--- config.mk ---
export PLATFORM = sky130hd
export DESIGN_NAME = script_source_tokenizer_core
export DESIGN_NICKNAME = d
export VERILOG_FILES = /design/src/rtl/sst_pkg.sv /design/src/rtl/sst_front.sv /design/src/rtl/sst_queue.sv /design/src/rtl/sst_back.sv /design/src/rtl/script_source_tokenizer_core.sv
export VERILOG_INCLUDE_DIRS = /design/src /design/src/rtl
export SDC_FILE = /design/constraint.sdc
export NUM_CORES = 1
export LEC_CHECK = 0
export BUFFER_PORTS_ARGS = -buffer_cell sky130_fd_sc_hd__buf_2
export CELL_PAD_IN_SITES_DETAIL_PLACEMENT = 1
export CELL_PAD_IN_SITES_GLOBAL_PLACEMENT = 1
export CORE_MARGIN = 2
export CORE_UTILIZATION = 35
export CTS_CLUSTER_DIAMETER = 60
export DETAILED_ROUTE_END_ITERATION = 7
export PLACE_DENSITY = 0.68
export RECOVER_POWER = 50
export SYNTH_ARGS = -nofsm -noshare
export SYNTH_HDL_FRONTEND = slang
export SYNTH_SLANG_ARGS = --single-unit
--- constraint.sdc ---
create_clock -name clk_i -period 32.9 [get_ports clk_i]
set_input_delay 9.87 -clock clk_i [delete_from_list [all_inputs] [get_ports clk_i]]
set_output_delay 9.87 -clock clk_i [all_outputs]
set_load 0.01 [all_outputs]
--- src/rtl/script_source_tokenizer_core_macros.svh ---
// Assertion helpers for the RTL file that checks itself.
`ifndef SCRIPT_SOURCE_TOKENIZER_CORE_MACROS_SVH
`define SCRIPT_SOURCE_TOKENIZER_CORE_MACROS_SVH

// The consequent must hold in the same cycle as the antecedent.
`define SST_ASSERT_NOW(label, ante, cons, msg) \
  label: assert property (@(posedge clk_i) disable iff (!rst_ni) (ante) |-> (cons)) \
    else $error(msg);

// The consequent must hold in the cycle after the antecedent.
`define SST_ASSERT_NEXT(label, ante, cons, msg) \
  label: assert property (@(posedge clk_i) disable iff (!rst_ni) (ante) |=> (cons)) \
    else $error(msg);

`endif

--- src/rtl/sst_pkg.sv ---
`timescale 1ns / 1ps
`default_nettype none

package sst_pkg;

  localparam int OffW    = 24;
  localparam int LenW    = 16;
  localparam int LineW   = 20;
  localparam int ValW    = 31;
  localparam int KindW   = 6;
  localparam int NumTok  = 3;
  localparam int TokIdxW = $clog2(NumTok);
  localparam int QDepth  = 4;
  localparam int QPtrW   = $clog2(QDepth);
  localparam int NumKw   = 9;

  localparam logic [OffW-1:0]  OffMax  = {OffW{1'b1}};
  localparam logic [LenW-1:0]  LenMax  = {LenW{1'b1}};
  localparam logic [LineW-1:0] LineMax = {LineW{1'b1}};
  localparam logic [ValW-1:0]  ValMax  = {ValW{1'b1}};

  localparam logic [KindW-1:0] KindEnd    = 6'd0;
  localparam logic [KindW-1:0] KindNone   = 6'd0;  // no symbol spelled
  localparam logic [KindW-1:0] KindIdent  = 6'd1;
  localparam logic [KindW-1:0] KindInt    = 6'd2;
  localparam logic [KindW-1:0] KindFloat  = 6'd3;
  localparam logic [KindW-1:0] KindDq     = 6'd4;
  localparam logic [KindW-1:0] KindSq     = 6'd5;
  localparam logic [KindW-1:0] KindKw0    = 6'd6;
  localparam logic [KindW-1:0] KindSeq3   = 6'd15;
  localparam logic [KindW-1:0] KindSne3   = 6'd16;
  localparam logic [KindW-1:0] KindAddEq  = 6'd17;
  localparam logic [KindW-1:0] KindSubEq  = 6'd18;
  localparam logic [KindW-1:0] KindMulEq  = 6'd19;
  localparam logic [KindW-1:0] KindDivEq  = 6'd20;
  localparam logic [KindW-1:0] KindInc    = 6'd21;
  localparam logic [KindW-1:0] KindDec    = 6'd22;
  localparam logic [KindW-1:0] KindModEq  = 6'd23;
  localparam logic [KindW-1:0] KindOrEq   = 6'd24;
  localparam logic [KindW-1:0] KindAndEq  = 6'd25;
  localparam logic [KindW-1:0] KindXorEq  = 6'd26;
  localparam logic [KindW-1:0] KindShr    = 6'd27;
  localparam logic [KindW-1:0] KindShl    = 6'd28;
  localparam logic [KindW-1:0] KindArrow  = 6'd29;
  localparam logic [KindW-1:0] KindPlus   = 6'd30;
  localparam logic [KindW-1:0] KindMinus  = 6'd31;
  localparam logic [KindW-1:0] KindSlash  = 6'd32;
  localparam logic [KindW-1:0] KindStar   = 6'd33;
  localparam logic [KindW-1:0] KindLParen = 6'd34;
  localparam logic [KindW-1:0] KindRParen = 6'd35;
  localparam logic [KindW-1:0] KindLBrack = 6'd36;
  localparam logic [KindW-1:0] KindRBrack = 6'd37;
  localparam logic [KindW-1:0] KindLBrace = 6'd38;
  localparam logic [KindW-1:0] KindRBrace = 6'd39;
  localparam logic [KindW-1:0] KindPct    = 6'd40;
  localparam logic [KindW-1:0] KindCaret  = 6'd41;
  localparam logic [KindW-1:0] KindAmp    = 6'd42;
  localparam logic [KindW-1:0] KindDot    = 6'd43;
  localparam logic [KindW-1:0] KindComma  = 6'd44;
  localparam logic [KindW-1:0] KindAssign = 6'd45;
  localparam logic [KindW-1:0] KindSemi   = 6'd46;
  localparam logic [KindW-1:0] KindColon  = 6'd47;
  localparam logic [KindW-1:0] KindErr    = 6'd48;

  typedef enum logic [5:0] {
    ModeIdle  = 6'b000001,
    ModeSym   = 6'b000010,
    ModeIdent = 6'b000100,
    ModeNum   = 6'b001000,
    ModeDq    = 6'b010000,
    ModeSq    = 6'b100000
  } mode_e;

  typedef struct packed {
    logic [KindW-1:0] kind;
    logic [OffW-1:0]  start;
    logic [LenW-1:0]  len;
    logic [ValW-1:0]  val;
  } tok_t;

  // All tokens closed by one source byte, sharing one line number.
  typedef struct packed {
    tok_t [NumTok-1:0]  toks;
    logic [TokIdxW-1:0] cnt;
    logic [LineW-1:0]   line;
  } bundle_t;

  function automatic logic [KindW-1:0] sym1(input logic [7:0] c);
    case (c)
      "+": sym1 = KindPlus;
      "-": sym1 = KindMinus;
      "/": sym1 = KindSlash;
      "*": sym1 = KindStar;
      "(": sym1 = KindLParen;
      ")": sym1 = KindRParen;
      "[": sym1 = KindLBrack;
      "]": sym1 = KindRBrack;
      "{": sym1 = KindLBrace;
      "}": sym1 = KindRBrace;
      "%": sym1 = KindPct;
      "^": sym1 = KindCaret;
      "&": sym1 = KindAmp;
      ".": sym1 = KindDot;
      ",": sym1 = KindComma;
      "=": sym1 = KindAssign;
      ";": sym1 = KindSemi;
      ":": sym1 = KindColon;
      default: sym1 = KindNone;
    endcase
  endfunction

  function automatic logic [KindW-1:0] sym2(input logic [7:0] a, input logic [7:0] b);
    case ({a, b})
      "+=": sym2 = KindAddEq;
      "-=": sym2 = KindSubEq;
      "*=": sym2 = KindMulEq;
      "/=": sym2 = KindDivEq;
      "++": sym2 = KindInc;
      "--": sym2 = KindDec;
      "%=": sym2 = KindModEq;
      "|=": sym2 = KindOrEq;
      "&=": sym2 = KindAndEq;
      "^=": sym2 = KindXorEq;
      ">>": sym2 = KindShr;
      "<<": sym2 = KindShl;
      "=>": sym2 = KindArrow;
      default: sym2 = KindNone;
    endcase
  endfunction

  // Bytes that begin some longer symbol.
  function automatic logic sym_prefix1(input logic [7:0] c);
    case (c)
      "=", "!", "+", "-", "*", "/", "%", "|", "&", "^", ">", "<": sym_prefix1 = 1'b1;
      default: sym_prefix1 = 1'b0;
    endcase
  endfunction

  function automatic logic [3:0] kw_len(input logic [3:0] k);
    case (k)
      4'd0: kw_len = 4'd8;
      4'd1: kw_len = 4'd3;
      4'd2: kw_len = 4'd5;
      4'd3: kw_len = 4'd3;
      4'd4: kw_len = 4'd6;
      4'd5: kw_len = 4'd3;
      4'd6: kw_len = 4'd5;
      4'd7: kw_len = 4'd8;
      4'd8: kw_len = 4'd5;
      default: kw_len = 4'd0;
    endcase
  endfunction

  // Byte i of keyword k; text is left-aligned in 64 bits.
  function automatic logic [7:0] kw_char(input logic [3:0] k, input logic [2:0] i);
    logic [63:0] t;
    case (k)
      4'd0: t = "function";
      4'd1: t = {"let", 40'h0};
      4'd2: t = {"const", 24'h0};
      4'd3: t = {"var", 40'h0};
      4'd4: t = {"return", 16'h0};
      4'd5: t = {"for", 40'h0};
      4'd6: t = {"while", 24'h0};
      4'd7: t = "continue";
      4'd8: t = {"break", 24'h0};
      default: t = '0;
    endcase
    kw_char = t[63 - 8 * i -: 8];
  endfunction

endpackage

`default_nettype wire

--- src/rtl/sst_front.sv ---
`timescale 1ns / 1ps
`default_nettype none

module sst_front import sst_pkg::*; (
  input  wire logic       clk_i,
  input  wire logic       rst_ni,
  input  wire logic       accept_i,
  input  wire logic [7:0] char_byte_i,
  input  wire logic       end_of_input_i,
  output bundle_t         bundle_o,
  output logic            push_o
);

  mode_e             mode_q, mode_d;
  logic [15:0]       pend_q, pend_d;
  logic [NumKw-1:0]  cand_q, cand_d;
  logic [OffW-1:0]   start_q, start_d;
  logic [LenW-1:0]   len_q, len_d;
  logic [OffW-1:0]   off_q, off_d;
  logic [LineW-1:0]  line_q, line_d;
  logic [ValW-1:0]   val_q, val_d;
  logic              per_q, per_d;

  tok_t [NumTok-1:0]  toks;
  logic [TokIdxW-1:0] ntok;
  logic               do_idle;
  logic [7:0]         c;
  logic [7:0]         pa, pb;
  logic               is_alpha, is_digit;
  logic [KindW-1:0]   ident_kind;
  logic [LenW-1:0]    len_inc;
  logic [34:0]        prod;

  function automatic logic [OffW-1:0] off_inc(input logic [OffW-1:0] a);
    off_inc = (a == OffMax) ? a : a + 1'b1;
  endfunction

  function automatic tok_t mk_tok(input logic [KindW-1:0] kind, input logic [OffW-1:0] start,
                                  input logic [LenW-1:0] len, input logic [ValW-1:0] val);
    tok_t t;
    t.kind  = kind;
    t.start = start;
    t.len   = len;
    t.val   = val;
    mk_tok  = t;
  endfunction

  assign c        = char_byte_i;
  assign pa       = pend_q[7:0];
  assign pb       = pend_q[15:8];
  assign is_alpha = (c >= "a" && c <= "z") || (c >= "A" && c <= "Z");
  assign is_digit = (c >= "0" && c <= "9");
  assign len_inc  = (len_q == LenMax) ? len_q : len_q + 1'b1;
  assign prod     = {1'b0, val_q, 3'b000} + {3'b000, val_q, 1'b0} + {31'b0, c[3:0]};

  // A later keyword wins when two survive to the same length.
  always_comb begin
    ident_kind = KindIdent;
    for (int k = 0; k < NumKw; k++) begin
      if (cand_q[k] && len_q == LenW'(kw_len(4'(k)))) begin
        ident_kind = KindW'(KindKw0 + KindW'(k));
      end
    end
  end

  always_comb begin
    mode_d  = mode_q;
    pend_d  = pend_q;
    cand_d  = cand_q;
    start_d = start_q;
    len_d   = len_q;
    off_d   = off_q;
    line_d  = line_q;
    val_d   = val_q;
    per_d   = per_q;
    toks    = '0;
    ntok    = '0;
    do_idle = 1'b0;
    if (accept_i) begin
      if (end_of_input_i) begin
        case (mode_q)
          ModeSym: begin
            if (sym1(pa) != KindNone) begin
              toks[ntok] = mk_tok(sym1(pa), start_q, LenW'(1), '0);
              ntok = ntok + 1'b1;
            end
            if (len_q > LenW'(1) && sym1(pb) != KindNone) begin
              toks[ntok] = mk_tok(sym1(pb), off_inc(start_q), LenW'(1), '0);
              ntok = ntok + 1'b1;
            end
          end
          ModeIdent: begin
            toks[ntok] = mk_tok(ident_kind, start_q, len_q, '0);
            ntok = ntok + 1'b1;
          end
          ModeNum: begin
            toks[ntok] = mk_tok(per_q ? KindFloat : KindInt, start_q, len_q,
                                per_q ? '0 : val_q);
            ntok = ntok + 1'b1;
          end
          ModeDq, ModeSq: begin
            toks[ntok] = mk_tok(KindErr, start_q, len_q, '0);
            ntok = ntok + 1'b1;
          end
          default: ;
        endcase
        toks[ntok] = mk_tok(KindEnd, off_q, '0, '0);
        ntok = ntok + 1'b1;
        mode_d  = ModeIdle;
        pend_d  = '0;
        cand_d  = '0;
        start_d = '0;
        len_d   = '0;
        off_d   = '0;
        line_d  = '0;
        val_d   = '0;
        per_d   = 1'b0;
      end else begin
        off_d = off_inc(off_q);
        case (mode_q)
          ModeSym: begin
            if (len_q == LenW'(1)) begin
              if ({pa, c} == "==" || {pa, c} == "!=") begin
                pend_d = {c, pa};
                len_d  = LenW'(2);
              end else if (sym2(pa, c) != KindNone) begin
                toks[ntok] = mk_tok(sym2(pa, c), start_q, LenW'(2), '0);
                ntok = ntok + 1'b1;
                mode_d = ModeIdle;
              end else begin
                if (sym1(pa) != KindNone) begin
                  toks[ntok] = mk_tok(sym1(pa), start_q, LenW'(1), '0);
                  ntok = ntok + 1'b1;
                end
                do_idle = 1'b1;
              end
            end else begin
              // Pending text is "==" or "!=".
              if (c == "=") begin
                toks[ntok] = mk_tok((pa == "=") ? KindSeq3 : KindSne3, start_q,
                                    LenW'(3), '0);
                ntok = ntok + 1'b1;
                mode_d = ModeIdle;
              end else begin
                if (sym1(pa) != KindNone) begin
                  toks[ntok] = mk_tok(sym1(pa), start_q, LenW'(1), '0);
                  ntok = ntok + 1'b1;
                end
                if (c == ">") begin
                  toks[ntok] = mk_tok(KindArrow, off_inc(start_q), LenW'(2), '0);
                  ntok = ntok + 1'b1;
                  mode_d = ModeIdle;
                end else begin
                  toks[ntok] = mk_tok(KindAssign, off_inc(start_q), LenW'(1), '0);
                  ntok = ntok + 1'b1;
                  do_idle = 1'b1;
                end
              end
            end
          end
          ModeIdent: begin
            if (is_alpha || is_digit) begin
              for (int k = 0; k < NumKw; k++) begin
                cand_d[k] = cand_q[k] && (len_q < LenW'(kw_len(4'(k)))) &&
                            (kw_char(4'(k), len_q[2:0]) == c);
              end
              len_d = len_inc;
            end else begin
              toks[ntok] = mk_tok(ident_kind, start_q, len_q, '0);
              ntok = ntok + 1'b1;
              do_idle = 1'b1;
            end
          end
          ModeNum: begin
            if (is_digit) begin
              if (!per_q) begin
                val_d = (prod > {4'b0, ValMax}) ? ValMax : prod[ValW-1:0];
              end
              len_d = len_inc;
            end else if (c == ".") begin
              len_d = len_inc;
              if (per_q) begin
                toks[ntok] = mk_tok(KindErr, start_q, len_inc, '0);
                ntok = ntok + 1'b1;
                mode_d = ModeIdle;
              end else begin
                per_d = 1'b1;
              end
            end else begin
              toks[ntok] = mk_tok(per_q ? KindFloat : KindInt, start_q, len_q,
                                  per_q ? '0 : val_q);
              ntok = ntok + 1'b1;
              do_idle = 1'b1;
            end
          end
          ModeDq, ModeSq: begin
            len_d = len_inc;
            if ((mode_q == ModeDq && c == "\"") || (mode_q == ModeSq && c == "'")) begin
              toks[ntok] = mk_tok((mode_q == ModeDq) ? KindDq : KindSq, start_q,
                                  len_inc, '0);
              ntok = ntok + 1'b1;
              mode_d = ModeIdle;
            end
          end
          default: do_idle = 1'b1;
        endcase

        // The current byte starts over from between tokens.
        if (do_idle) begin
          mode_d = ModeIdle;
          if (c == "\"" || c == "'") begin
            mode_d  = (c == "\"") ? ModeDq : ModeSq;
            start_d = off_q;
            len_d   = LenW'(1);
          end else if (is_alpha) begin
            mode_d  = ModeIdent;
            start_d = off_q;
            len_d   = LenW'(1);
            for (int k = 0; k < NumKw; k++) begin
              cand_d[k] = (kw_char(4'(k), 3'd0) == c);
            end
          end else if (is_digit) begin
            mode_d  = ModeNum;
            start_d = off_q;
            len_d   = LenW'(1);
            val_d   = ValW'(c[3:0]);
            per_d   = 1'b0;
          end else if (sym_prefix1(c)) begin
            mode_d  = ModeSym;
            start_d = off_q;
            len_d   = LenW'(1);
            pend_d  = {8'h00, c};
          end else if (sym1(c) != KindNone) begin
            toks[ntok] = mk_tok(sym1(c), off_q, LenW'(1), '0);
            ntok = ntok + 1'b1;
          end else if (c == 8'h0a) begin
            line_d = (line_q == LineMax) ? line_q : line_q + 1'b1;
          end
        end
      end
    end
  end

  assign bundle_o.toks = toks;
  assign bundle_o.cnt  = ntok;
  assign bundle_o.line = line_q;
  assign push_o        = accept_i && (ntok != '0);

  always_ff @(posedge clk_i or negedge rst_ni) begin
    if (!rst_ni) begin
      mode_q  <= ModeIdle;
      pend_q  <= '0;
      cand_q  <= '0;
      start_q <= '0;
      len_q   <= '0;
      off_q   <= '0;
      line_q  <= '0;
      val_q   <= '0;
      per_q   <= 1'b0;
    end else begin
      mode_q  <= mode_d;
      pend_q  <= pend_d;
      cand_q  <= cand_d;
      start_q <= start_d;
      len_q   <= len_d;
      off_q   <= off_d;
      line_q  <= line_d;
      val_q   <= val_d;
      per_q   <= per_d;
    end
  end

endmodule

`default_nettype wire

--- src/rtl/sst_queue.sv ---
`timescale 1ns / 1ps
`default_nettype none

module sst_queue import sst_pkg::*; (
  input  wire logic     clk_i,
  input  wire logic     rst_ni,
  input  wire logic     push_i,
  input  wire bundle_t  bundle_i,
  input  wire logic     pop_i,
  output bundle_t       head_o,
  output logic          full_o,
  output logic          nonempty_o
);

  bundle_t [QDepth-1:0] mem_q;
  logic [QPtrW-1:0]     wr_q, rd_q;
  logic [QPtrW:0]       cnt_q, cnt_d;

  assign head_o     = mem_q[rd_q];
  assign full_o     = (cnt_q == (QPtrW + 1)'(QDepth));
  assign nonempty_o = (cnt_q != '0);

  always_comb begin
    cnt_d = cnt_q;
    case ({push_i, pop_i})
      2'b10:   cnt_d = cnt_q + 1'b1;
      2'b01:   cnt_d = cnt_q - 1'b1;
      default: cnt_d = cnt_q;
    endcase
  end

  always_ff @(posedge clk_i) begin
    if (push_i) begin
      mem_q[wr_q] <= bundle_i;
    end
  end

  always_ff @(posedge clk_i or negedge rst_ni) begin
    if (!rst_ni) begin
      wr_q  <= '0;
      rd_q  <= '0;
      cnt_q <= '0;
    end else begin
      if (push_i) begin
        wr_q <= wr_q + 1'b1;
      end
      if (pop_i) begin
        rd_q <= rd_q + 1'b1;
      end
      cnt_q <= cnt_d;
    end
  end

endmodule

`default_nettype wire

--- src/rtl/sst_back.sv ---
`timescale 1ns / 1ps
`default_nettype none

module sst_back import sst_pkg::*; (
  input  wire logic              clk_i,
  input  wire logic              rst_ni,
  input  wire bundle_t           head_i,
  input  wire logic              nonempty_i,
  input  wire logic              out_stall_i,
  output logic                   pop_o,
  output logic                   out_valid_o,
  output logic [KindW-1:0]       token_kind_o,
  output logic [OffW-1:0]        start_offset_o,
  output logic [LenW-1:0]        token_length_o,
  output logic [LineW-1:0]       line_number_o,
  output logic [ValW-1:0]        int_value_o,
  output logic                   last_of_run_o
);

  logic [TokIdxW-1:0] idx_q;
  tok_t               tok;
  logic               beat;
  logic               last;

  assign tok  = head_i.toks[idx_q];
  assign last = (idx_q == head_i.cnt - 1'b1);
  assign beat = nonempty_i && !out_stall_i;

  assign out_valid_o    = nonempty_i;
  assign token_kind_o   = tok.kind;
  assign start_offset_o = tok.start;
  assign token_length_o = tok.len;
  assign line_number_o  = head_i.line;
  assign int_value_o    = tok.val;
  assign last_of_run_o  = last;
  assign pop_o          = beat && last;

  // Walk the tokens of the head bundle, one per beat.
  always_ff @(posedge clk_i or negedge rst_ni) begin
    if (!rst_ni) begin
      idx_q <= '0;
    end else if (beat) begin
      idx_q <= last ? '0 : idx_q + 1'b1;
    end
  end

endmodule

`default_nettype wire

--- src/rtl/script_source_tokenizer_core.sv ---
// Streaming source tokenizer: takes one source byte per cycle unless in_stall_o is
// high, and hands out one token per output beat. Each accepted byte closes zero to
// three tokens; they are collected as one bundle and placed in a four-bundle queue,
// and the output side walks each bundle one token per unstalled cycle. Input is
// held off only while that queue is full, which happens when the output is
// stalled or when tokens are closed faster than one per byte. The end-of-input
// beat flushes the open token, sends the end token and returns all counters to
// zero. There is no clearing pass after reset.
`timescale 1ns / 1ps
`default_nettype none

`include "script_source_tokenizer_core_macros.svh"

module script_source_tokenizer_core import sst_pkg::*; (
  input  wire logic              clk_i,
  input  wire logic              rst_ni,
  input  wire logic              in_valid_i,
  output logic                   in_stall_o,
  input  wire logic [7:0]        char_byte_i,
  input  wire logic              end_of_input_i,
  output logic                   out_valid_o,
  input  wire logic              out_stall_i,
  output logic [KindW-1:0]       token_kind_o,
  output logic [OffW-1:0]        start_offset_o,
  output logic [LenW-1:0]        token_length_o,
  output logic [LineW-1:0]       line_number_o,
  output logic [ValW-1:0]        int_value_o,
  output logic                   last_of_run_o
);

  bundle_t bundle, head;
  logic    push, pop, full, nonempty, accept;

  assign in_stall_o = full;
  assign accept     = in_valid_i && !full;

  sst_front u_front (
    .clk_i          (clk_i),
    .rst_ni         (rst_ni),
    .accept_i       (accept),
    .char_byte_i    (char_byte_i),
    .end_of_input_i (end_of_input_i),
    .bundle_o       (bundle),
    .push_o         (push)
  );

  sst_queue u_queue (
    .clk_i      (clk_i),
    .rst_ni     (rst_ni),
    .push_i     (push),
    .bundle_i   (bundle),
    .pop_i      (pop),
    .head_o     (head),
    .full_o     (full),
    .nonempty_o (nonempty)
  );

  sst_back u_back (
    .clk_i          (clk_i),
    .rst_ni         (rst_ni),
    .head_i         (head),
    .nonempty_i     (nonempty),
    .out_stall_i    (out_stall_i),
    .pop_o          (pop),
    .out_valid_o    (out_valid_o),
    .token_kind_o   (token_kind_o),
    .start_offset_o (start_offset_o),
    .token_length_o (token_length_o),
    .line_number_o  (line_number_o),
    .int_value_o    (int_value_o),
    .last_of_run_o  (last_of_run_o)
  );

  `SST_ASSERT_NOW(a_full_offers, in_stall_o, out_valid_o, "queue full without output")
  `SST_ASSERT_NOW(a_end_is_last, out_valid_o && token_kind_o == KindEnd, last_of_run_o,
                  "end token not last of its run")
  `SST_ASSERT_NEXT(a_run_continues, out_valid_o && !out_stall_i && !last_of_run_o,
                   out_valid_o, "run broken before its last token")

endmodule

`default_nettype wire
==> results.yml <==
status:
  outcome: "complete, but fails checks"
  violations: "capacitance limit, slew limit"
global_routing:
  track_usage: 0.2026
  overflow: 0
  grt_first_pass_wirelength_mm: 189.7
  antenna_found_initial: 2
  grt_max_degree: 70
  grt_pass1_vias: 30120
clocking:
  cts_resized: 0
  cts-root-buf: "clkbuf_16"
  cts_setup_buffers: 0
  clk_pin_slew_ps: 60
  clk_path_buf_depth: 3
  htree_levels: 3
  hold_buffers: 0
  cts_inserted_buffers: 93
  worstSkewPairLatency_ps: 700
  cts_tree: "done"
  cts_sinks: 804
logic_synthesis:
  synth_top_cell_by_area: "edfxtp_1"
  synth_top_family_by_area: "simple AND/OR/NAND/NOR gates"
  yosys-top-cells-count: "edfxtp_1, nand2_1, a21oi_1"
  synth-compound-area-share: 0.1246
  synth_top_area_frac: 0.4722
  synth_xor_area_frac: 0.02423
  synth.area.top_cells: "edfxtp_1, dfrtp_1, mux4_2, a21oi_1, o21ai_0"
  yosys.area_share.simple: 0.1249
  yosysMostFrequentCell: "edfxtp_1"
  ys_seq_area_frac: 0.5670
  ys_async_sr_fraction: 0.1940
  netlist_area_um2: 41210
  yosys_warnings: 0
  synthFlopType: "edfxtp_1"
  avgSynthCellArea_um2: 12.25
  synthAdderAreaFrac: 0.02696
  ys_types: 98
  synthMuxAreaShare: 0.1001
  synth.ff_latch_count: 804
  syn_inst: 3363
  synth-edff-count: 648
floorplan:
  rows: 125
  die_h_um: 347.1
  die_area_um2: 120500
  ios: 113
  initial_utilization: 0.3537
  core_area_um2: 116500
  die_w_um: 347.1
timing:
  finalHoldViolCount: 0
  tightest_slew_ps: 4119
  finalSetupViolations: 0
  period_minus_slack_ps: 18000
  fin_crit_sh: 0.5472
  totalNegativeSetupSlack_ps: 0
  max_freq_ghz: 0.05554
  slew_viol_final: 871
  fin_worst_skew_ps: 40.32
  rsz0062_at_grt: "no"
  slew_headroom: -1.746
route:
  antenna_left: 0
  drt-initial-drc-count: 2254
  firstDrtPassIters: 5
  drc: 0
  viasPerCell: 5.789
  vias: 28780
  finalWirelength_mm: 123.0
  wire_per_inst_um: 24.75
place:
  io_buffers: 112
  dp_hpwl_mm: 80.43
  place_inst: 4795
  placed_area_um2: 43200
  place_congestion: 0.9105
final_layout:
  fillers: 12280
  nets: 3466
  multiInputGateArea_um2: 16560
  post-route-cell-area_um2: 46070
  drive_gt1_frac: 0.1179
  syn_to_final_growth_pct: 11.81
  final-instance-count-excl-fill: 4971
  register_area_um2: 23370
setup_path:
  cp-end-kind: "flop"
  critPathRequiredTime_ps: 33210
  reg2reg_from: "u_front.len_q[0]"
  worstSetupPathType: "input port to flop"
  path_max_fanout: 56
  rrSetupSlack_ps: 24230
  cp-startpoint: "char_byte_i[0]"
  endpoint: "u_queue.mem_q[575]"
  critPathLaunchType: "input port"
  crit_arrival_ps: 18310
  r2r_cells: 14
  r2r_end: "u_queue.mem_q[575]"
min_path:
  hp-class: "flop to flop"
power_and_ir_drop:
  vdd_ir_drop_max_v: 0.00006270
  leakage_nw: 16.02
  power_density_nw_per_um2: 74.73
run:
  maxCapViolations: 22
state kept, by name, summed over array words and instances, names as in the netlist:
signal           count
u_queue.mem_q      648
u_front.pend_q      16
u_queue.wr_q         2
u_front.start_q     24
u_front.cand_q       9
u_back.idx_q         2
u_queue.rd_q         2
u_front.off_q       24
u_front.per_q        1
u_front.len_q       16
u_front.mode_q       6
u_front.val_q       31
u_front.line_q      20
u_queue.cnt_q        3
metal layers:
layer	vias up	track usage	part of all wire	wire, µm
met5	-	0	0.000073	9
met4	2	0.06442	0.028	3429
met3	187	0.02754	0.045	5573
met2	738	0.3445	0.49	60850
met1	14940	0.2676	0.43	53150
li1	12910	-	-	-
layout make-up:
cell class / count / share of cell area
Timing Repair Buffer: 166 / 0.01716
Sequential cell: 804 / 0.5071
Clock inverter: 52 / 0.01287
Clock buffer: 122 / 0.05507
Antenna cell: 2 / 0.0001086
Tap cell: 1524 / 0.04139
Inverter: 85 / 0.006925
Multi-Input combinational cell: 2216 / 0.3593
cell usage in the layout, fill, tap and decap left out, drive strengths merged, types with 31 or more instances in the layout:
cell type / instances
a211oi: 62
a21oi: 224
a22o: 34
and2: 76
and3: 43
buf: 60
clkbuf: 228
clkinv: 31
dfrtp: 155
edfxtp: 648
ha: 84
inv: 94
mux2i: 42
mux4: 162
nand2: 233
nand3: 72
nand4: 33
nor2: 206
nor2b: 78
nor3: 110
o21ai: 215
o22ai: 44
xnor2: 64
xor2: 50
how the worst min path moves through the flow:
stage / end / slack, ps / startpoint / depth (start not counted)
final: u_queue.cnt_q[2] / 510 / u_queue.cnt_q[2] / 1
after global routing: u_front.mode_q[0] / 550 / u_front.mode_q[0] / 2
after CTS: u_queue.cnt_q[2] / 520 / u_queue.cnt_q[2] / 1
after detailed placement: u_queue.cnt_q[2] / 510 / u_queue.cnt_q[2] / 1
after global placement: u_queue.cnt_q[2] / 480 / u_queue.cnt_q[2] / 1
after floorplan: u_queue.cnt_q[2] / 460 / u_queue.cnt_q[2] / 1
where the power goes:
group          total (W)  switching, W  internal, W  leakage [nW]
sequential       0.00135     0.0000929      0.00126          8.26
clock            0.00105      0.000435     0.000614          1.51
combinational    0.00104      0.000615     0.000429          6.25
worst max-delay path, stage by stage:
cell      delay (ps)
clkbuf_1        1210
or2_2            350
nor3_1           100
o311ai_0        1240
and3_1           510
o21ai_0          200
clkinv_1         130
ha_1             230
mux2_2           260
a21oi_1          320
nor2_1           340
nor2b_4          190
clkbuf_1        2220
buf_4           1000
cells by family after synthesis:
logic type	Yosys count
AOI/OAI and AO/OA	808
buffers and inverters	346
muxes	209
DFF	804
xor gates and xnor gates	114
and+or+nand+nor	994
other	1
adders and majority gates	87
stage by stage:
stage / worst slack, ps / utilization / hold WS, ps / power [W]
after floorplan: 12380 / - / 457.0 / 0.002053
after global placement: 17440 / 0.3708 / 480.6 / 0.002407
after detailed placement: 17360 / 0.3708 / 509.4 / 0.002426
after CTS: 18110 / 0.3977 / 517.4 / 0.003480
after global routing: 14430 / 0.3954 / 545.1 / 0.003612
final: 14900 / 0.3954 / 511.7 / 0.003443
Power figures use the tool's default switching activity.
